### src/rtl/efts_pkg.sv
// shared types and constants for the elevator target floor selector
package efts_pkg;

    localparam int MAX_FLOORS = 9;
    localparam int FLOOR_W    = 4;
    localparam int DIR_W      = 2;
    localparam int HEAD_W     = 5;
    localparam int MOTION_W   = 2;

    localparam logic [DIR_W-1:0] DIR_IDLE = 2'd0;
    localparam logic [DIR_W-1:0] DIR_UP   = 2'd1;
    localparam logic [DIR_W-1:0] DIR_DOWN = 2'd2;

    localparam logic [MOTION_W-1:0] MOTION_IDLE = 2'd0;
    localparam logic [MOTION_W-1:0] MOTION_UP   = 2'd1;
    localparam logic [MOTION_W-1:0] MOTION_DOWN = 2'd2;
    localparam logic [MOTION_W-1:0] MOTION_OPEN = 2'd3;

    localparam logic MODE_QUEUE       = 1'b0;
    localparam logic MODE_DIRECTIONAL = 1'b1;

    // request codes step by ten: plain floor, up call, down call
    localparam logic [HEAD_W-1:0] CODE_STEP_1 = 5'd10;
    localparam logic [HEAD_W-1:0] CODE_STEP_2 = 5'd20;
    localparam logic [HEAD_W-1:0] CODE_STEP_3 = 5'd30;

    localparam int S_TDATA_W = 40;
    localparam int M_TDATA_W = 8;

    typedef struct packed {
        logic [MAX_FLOORS-1:0] car_calls;
        logic [MAX_FLOORS-1:0] up_calls;
        logic [MAX_FLOORS-1:0] down_calls;
        logic [FLOOR_W-1:0]    current_floor;
        logic [DIR_W-1:0]      travel_direction;
        logic [HEAD_W-1:0]     queue_head;
    } request_t;

    typedef struct packed {
        logic [FLOOR_W-1:0]  target_floor;
        logic [MOTION_W-1:0] next_motion;
    } result_t;

endpackage

### src/rtl/elevator_target_floor_select.sv
// Elevator target floor selector. Each transfer on the s_ side carries the pending car, up and
// down call bitmaps, the current floor, the direction of travel and the queue head code; one
// transfer on the m_ side returns the next target floor (0 when nothing pends) and the next
// motion. A request is held in an input register, in directional mode the selection runs as
// one short priority network over the floor bits, and the result lands in an output register,
// so one request is taken every cycle while m_tready stays high; each result passes the
// input and then the output register. dispatch_mode (reset 1, directional) is written over
// the cfg channel while the block is idle; the user must keep to this, it is not enforced.
module elevator_target_floor_select #(
    parameter int FLOORS = 9
) (
    input  logic                             aclk,
    input  logic                             aresetn,
    input  logic                             s_tvalid,
    output logic                             s_tready,
    // car_calls[8:0], up_calls[17:9], down_calls[26:18], current_floor[30:27],
    // travel_direction[32:31], queue_head[37:33], zero fill
    input  logic [efts_pkg::S_TDATA_W-1:0]   s_tdata,
    output logic                             m_tvalid,
    input  logic                             m_tready,
    // target_floor[3:0], next_motion[5:4], zero fill
    output logic [efts_pkg::M_TDATA_W-1:0]   m_tdata,
    input  logic                             cfg_valid,
    output logic                             cfg_ready,
    input  logic                             cfg_data
);

    localparam int NF = efts_pkg::MAX_FLOORS;

    logic               dispatch_mode_reg;
    logic               in_valid_reg;
    efts_pkg::request_t req_reg;
    efts_pkg::request_t req_next;
    efts_pkg::result_t  res_next;
    efts_pkg::result_t  res_reg;
    logic               m_valid_reg;
    logic               out_free;
    logic               advance;

    assign cfg_ready = 1'b1;

    always_ff @(posedge aclk) begin
        if (!aresetn) begin
            dispatch_mode_reg <= efts_pkg::MODE_DIRECTIONAL;
        end else if (cfg_valid) begin
            dispatch_mode_reg <= cfg_data;
        end
    end

    assign out_free = !m_valid_reg || m_tready;
    assign advance  = in_valid_reg && out_free;
    assign s_tready = !in_valid_reg || out_free;

    always_comb begin
        req_next.car_calls        = s_tdata[NF-1:0];
        req_next.up_calls         = s_tdata[2*NF-1:NF];
        req_next.down_calls       = s_tdata[3*NF-1:2*NF];
        req_next.current_floor    = s_tdata[30:27];
        req_next.travel_direction = s_tdata[32:31];
        req_next.queue_head       = s_tdata[37:33];
    end

    // input stage
    always_ff @(posedge aclk) begin
        if (!aresetn) begin
            in_valid_reg <= 1'b0;
        end else if (s_tready) begin
            in_valid_reg <= s_tvalid;
        end
    end

    always_ff @(posedge aclk) begin
        if (s_tvalid && s_tready) begin
            req_reg <= req_next;
        end
    end

    efts_select #(
        .FLOORS(FLOORS)
    ) u_select (
        .req          (req_reg),
        .dispatch_mode(dispatch_mode_reg),
        .res          (res_next)
    );

    // output stage
    always_ff @(posedge aclk) begin
        if (!aresetn) begin
            m_valid_reg <= 1'b0;
        end else if (out_free) begin
            m_valid_reg <= in_valid_reg;
        end
    end

    always_ff @(posedge aclk) begin
        if (advance) begin
            res_reg <= res_next;
        end
    end

    assign m_tvalid = m_valid_reg;
    assign m_tdata  = {2'b00, res_reg.next_motion, res_reg.target_floor};

endmodule

### src/rtl/efts_select.sv
// combinational target floor and motion selection for one request
module efts_select #(
    parameter int FLOORS = 9
) (
    input  efts_pkg::request_t req,
    input  logic               dispatch_mode,
    output efts_pkg::result_t  res
);

    localparam int NF = efts_pkg::MAX_FLOORS;
    localparam int FW = efts_pkg::FLOOR_W;

    function automatic logic [FW-1:0] lowest_floor(input logic [NF-1:0] m);
        logic [FW-1:0] r;
        r = '0;
        for (int i = NF - 1; i >= 0; i--) begin
            if (m[i]) begin
                r = FW'(i + 1);
            end
        end
        return r;
    endfunction

    function automatic logic [FW-1:0] highest_floor(input logic [NF-1:0] m);
        logic [FW-1:0] r;
        r = '0;
        for (int i = 0; i < NF; i++) begin
            if (m[i]) begin
                r = FW'(i + 1);
            end
        end
        return r;
    endfunction

    logic [NF-1:0] above_mask;
    logic [NF-1:0] below_mask;
    logic [NF-1:0] at_mask;
    logic [NF-1:0] car;
    logic [NF-1:0] up;
    logic [NF-1:0] down;
    logic [FW-1:0] f;
    logic [FW-1:0] dir_target;
    logic [FW-1:0] queue_target;
    logic [FW-1:0] target;
    logic [FW-1:0] c1;
    logic [FW-1:0] c2;
    logic [FW-1:0] c3;
    logic [FW-1:0] c4;
    logic [efts_pkg::HEAD_W-1:0] head;

    assign f    = req.current_floor;
    assign head = req.queue_head;

    always_comb begin
        for (int i = 0; i < NF; i++) begin
            above_mask[i] = (i < FLOORS) && (FW'(i + 1) > f);
            below_mask[i] = (i < FLOORS) && (FW'(i + 1) < f);
            at_mask[i]    = (i < FLOORS) && (FW'(i + 1) == f);
        end
    end

    assign car  = req.car_calls;
    assign up   = req.up_calls;
    assign down = req.down_calls;

    always_comb begin
        if (req.travel_direction != efts_pkg::DIR_DOWN) begin
            c1 = lowest_floor((car | up) & above_mask);
            c2 = highest_floor((car | down) & above_mask);
            c3 = highest_floor((car | down) & below_mask);
            c4 = lowest_floor(up & (below_mask | at_mask));
        end else begin
            c1 = highest_floor((car | down) & below_mask);
            c2 = lowest_floor((car | up) & below_mask);
            c3 = lowest_floor((car | up) & above_mask);
            c4 = highest_floor(down & (above_mask | at_mask));
        end
        if (c1 != '0) begin
            dir_target = c1;
        end else if (c2 != '0) begin
            dir_target = c2;
        end else if (c3 != '0) begin
            dir_target = c3;
        end else begin
            dir_target = c4;
        end
    end

    // head code modulo ten
    always_comb begin
        if (head >= efts_pkg::CODE_STEP_3) begin
            queue_target = FW'(head - efts_pkg::CODE_STEP_3);
        end else if (head >= efts_pkg::CODE_STEP_2) begin
            queue_target = FW'(head - efts_pkg::CODE_STEP_2);
        end else if (head >= efts_pkg::CODE_STEP_1) begin
            queue_target = FW'(head - efts_pkg::CODE_STEP_1);
        end else begin
            queue_target = FW'(head);
        end
    end

    assign target = (dispatch_mode == efts_pkg::MODE_QUEUE) ? queue_target : dir_target;

    always_comb begin
        res.target_floor = target;
        if (target == '0) begin
            res.next_motion = efts_pkg::MOTION_IDLE;
        end else if (target > f) begin
            res.next_motion = efts_pkg::MOTION_UP;
        end else if (target < f) begin
            res.next_motion = efts_pkg::MOTION_DOWN;
        end else begin
            res.next_motion = efts_pkg::MOTION_OPEN;
        end
    end

endmodule

### config.mk
export PLATFORM = sky130hd
export DESIGN_NAME = elevator_target_floor_select
export DESIGN_NICKNAME = d
export VERILOG_FILES = /design/src/rtl/efts_pkg.sv /design/src/rtl/elevator_target_floor_select.sv /design/src/rtl/efts_select.sv
export SDC_FILE = /design/constraint.sdc
export NUM_CORES = 1
export LEC_CHECK = 0
export ABC_CLOCK_PERIOD_IN_PS = 3200
export BUFFER_PORTS_ARGS = -buffer_cell sky130_fd_sc_hd__buf_2
export CAP_MARGIN = 0
export CELL_PAD_IN_SITES_DETAIL_PLACEMENT = 0
export CELL_PAD_IN_SITES_GLOBAL_PLACEMENT = 1
export CORE_ASPECT_RATIO = 1.2
export CORE_MARGIN = 5
export CORE_UTILIZATION = 40
export DETAILED_ROUTE_END_ITERATION = 7
export PLACE_DENSITY = 0.76
export SKIP_LAST_GASP = 1
export SYNTH_ARGS = -nofsm -noshare
export SYNTH_HDL_FRONTEND = slang
export SYNTH_HIERARCHICAL = 1
export SYNTH_SLANG_ARGS = --single-unit
### constraint.sdc
create_clock -name aclk -period 3.2 [get_ports aclk]
set_clock_uncertainty 0.05 [all_clocks]
set_input_delay 0 -clock aclk [delete_from_list [all_inputs] [get_ports aclk]]
set_output_delay 0 -clock aclk [all_outputs]
set_load 0.01 [all_outputs]
==> impl_metrics.tcl <==
set metrics [dict create \
    drt_iter0_markers 204 \
    synth.distinct_cells 82 \
    r2r_slack_ns -0.31 \
    tritoncts "done" \
    synth-main-ff-cell "edfxtp_1" \
    io_buffers 51 \
    start_util_pct 40.6 \
    yosys-mux-area-fraction_pct 0.290 \
    synth_seq_cells 47 \
    synth_fa_ha_area_share_pct 3.26 \
    routed_via_density 5.58 \
    hold_viol 0 \
    critical_path_required_ns 3.20 \
    clockBufferDepth 2 \
    crit_fanout 10 \
    ys_warn_count 6 \
    power.density_nw_per_um2 338 \
    final_cell_mix "109 x buf_4, 52 x buf_2, 44 x edfxtp_1, 42 x dlygate4sd3_1, 35 x nor2_1" \
    crit_path_end "m_tdata[5]" \
    io_pins 57 \
    ir_drop_v 0.000279 \
    grt_pass1_vias 3843 \
    wl_per_cell_microns 18.4 \
    final_common_cell "buf_4" \
    worst_path_max_delay_cell "edfxtp_1" \
    cts_buffers 5 \
    largest_reg_flops 38 \
    worstPathArrival_ns 3.51 \
    synth_top_family_by_area "compound AO/OA/AOI/OAI gates" \
    fin_area_sq_um 5280 \
    yosysTopAreaCell "edfxtp_1" \
    postPlaceCellArea_sq_um 4570 \
    crit_path_start "req_reg[9]" \
    grt_max_degree 28 \
    vias 3757 \
    rows 37 \
    die_h_microns 112 \
    area_delta_synth_final_pct 53.0 \
    track_usage_pct 23.4 \
    synthSimpleGateAreaFrac_pct 15.8 \
    dieArea_sq_um 10600 \
    route.antenna.remaining_nets 0 \
    antenna_cells 0 \
    synth_area_leaders "edfxtp_1 38%, o21ai_0 3.9%, nor2_1 3.8%, ha_1 3.3%, o22ai_1 2.4%" \
    dp_hpwl_microns 9470 \
    ys_async_sr_fraction_pct 0 \
    cp-end-kind "flop" \
    path_class "flop to flop" \
    finish.utilization_pct 62.0 \
    clk_latency_ns 0.30 \
    path_common_cell "buf_4" \
    cts_root_buf "clkbuf_8" \
    drc 0 \
    chipWidth_microns 94.8 \
    num-nets-final 610 \
    crit_buf_inv 4 \
    register_area_sq_um 1380 \
    multi_input_area_sq_um 2020 \
    setup_viol 2 \
    crit_chain "buf_6, o31ai_4, buf_4, buf_4, nor2_1, nor3_1, a22oi_1, buf_4, o211ai_1, a22oi_2, and3_1, ha_4, o21ai_1, nand2b_1, a21oi_2, a41oi_2, a31oi_1" \
    p_leak_nw 2.19 \
    clk_pin_slew_ns 0.09 \
    syn_area_sq_um 3450 \
    synth_top_area_share_pct 38.2 \
    r2r-start "req_reg[9]" \
    clock-sinks 47 \
    h-tree-depth 2 \
    drive_above_1_share_pct 40.1 \
    fmax_ghz 0.285 \
    grt_pass1_wl_microns 19200 \
    synthCells 359 \
    antenna_found_initial 0 \
    r2r-end "m_tdata[5]" \
    violations "negative setup slack" \
    overflow 0 \
    yosysSeqAreaShare_pct 40.0 \
    rsz0062_at_grt "yes" \
    setup_ws_ns -0.314 \
    fillerInstances 784 \
    slew_violations 0 \
    drtPass1Iterations 4 \
    place_ws_ns -0.428 \
    slowest_delay_ns 0.50 \
    synth_edf_count 44 \
    core_sq_um 8520 \
    gp_congestion 0.971 \
    min_from "s_tdata[19]" \
    cap_violations 0 \
    r2r_cells 17 \
    crit_cells 17 \
    min_period_ns 3.51 \
    tns_ns -0.547 \
    status "complete, but fails checks" \
    worstMarginPinSlew_ns 0.623 \
    synth_area_per_cell_sq_um 9.62 \
    synthXorXnorAreaFrac_pct 0.254 \
    fin_crit_sh_pct 110 \
    max_slew_margin_pct 58.0 \
    crit_family "compound AO/OA/AOI/OAI gates" \
    hold_path.class "input pin to flop" \
    drt-total-wl_microns 12400 \
    synth-compound-area-share_pct 34.4 \
    start_kind "flop" \
]
synth_stat cells (5+ instances only):
| cell type | number |
|---|---|
| o211a_1 | 5 |
| o21ai_0 | 27 |
| a211oi_1 | 6 |
| a31oi_1 | 12 |
| nor2_1 | 35 |
| nor3_1 | 7 |
| nand3_1 | 7 |
| buf_4 | 6 |
| clkbuf_1 | 7 |
| edfxtp_1 | 44 |
| nor2b_1 | 6 |
| or2_2 | 6 |
| o211ai_1 | 8 |
| ha_1 | 9 |
| inv_1 | 15 |
| nand2_1 | 17 |
| o22ai_1 | 13 |
| a21oi_1 | 14 |
metrics by stage:
stage | power [W] | hold slack, ns | std cells
after global routing | 0.00188 | 0.341 | 673
after floorplan | 0.00107 | 0.0119 | 360
final | 0.00179 | 0.349 | 673
after CTS | 0.00176 | 0.341 | 667
after detailed placement | 0.00133 | 0.128 | 614
after global placement | 0.00132 | 0.126 | 614
per-layer routing:
metal | global-route usage [%] | vias to the layer above | share of wire, %
met5 | 0 | - | 0
li1 | - | 1811 | -
met4 | 11.9 | 0 | 5.2
met2 | 42.1 | 124 | 52
met3 | 3.58 | 40 | 3.9
met1 | 25.9 | 1782 | 39
what timing repair did:
item / CTS / global route
setup buffers: 3 / 6
hold buffers: 42 / 0
endpoints found under the setup margin: 2 / 2
endpoints found under the hold margin: 41 / 0
gates resized for setup: 7 / 21
pin swaps: 9 / 20
cell type report:
type / count / share of cell area, %
Multi-Input combinational cell: 275 / 38.3
Timing Repair Buffer: 209 / 30.0
Sequential cell: 47 / 26.1
Tap cell: 117 / 2.77
Clock buffer: 6 / 1.37
Inverter: 17 / 1.21
Clock inverter: 2 / 0.237
worst min path at each step:
| stage | to | slack [ns] | depth (start not counted) |
|---|---|---|---|
| global placement | req_reg[18] | 0.13 | 1 |
| detailed placement | req_reg[21] | 0.13 | 1 |
| global route | req_reg[16] | 0.34 | 2 |
| floorplan | dispatch_mode_reg | 0.01 | 1 |
| finish | req_reg[12] | 0.35 | 2 |
| CTS | req_reg[22] | 0.34 | 2 |
kinds of logic after synthesis:
kind of cell | after synthesis
XOR/XNOR | 1
multiplexers | 1
AO/OA/AOI/OAI | 156
other | 2
buffers and inverters | 38
flip-flops | 47
adder cells (fa/ha/maj) | 9
AND/OR/NAND/NOR | 105
report_power, final:
part	total, W	internal, W	switching (W)
Sequential	0.000754	0.000721	0.0000332
Combinational	0.000672	0.000345	0.000327
Clock	0.000363	0.000153	0.000209
Power figures use the tool's default switching activity.
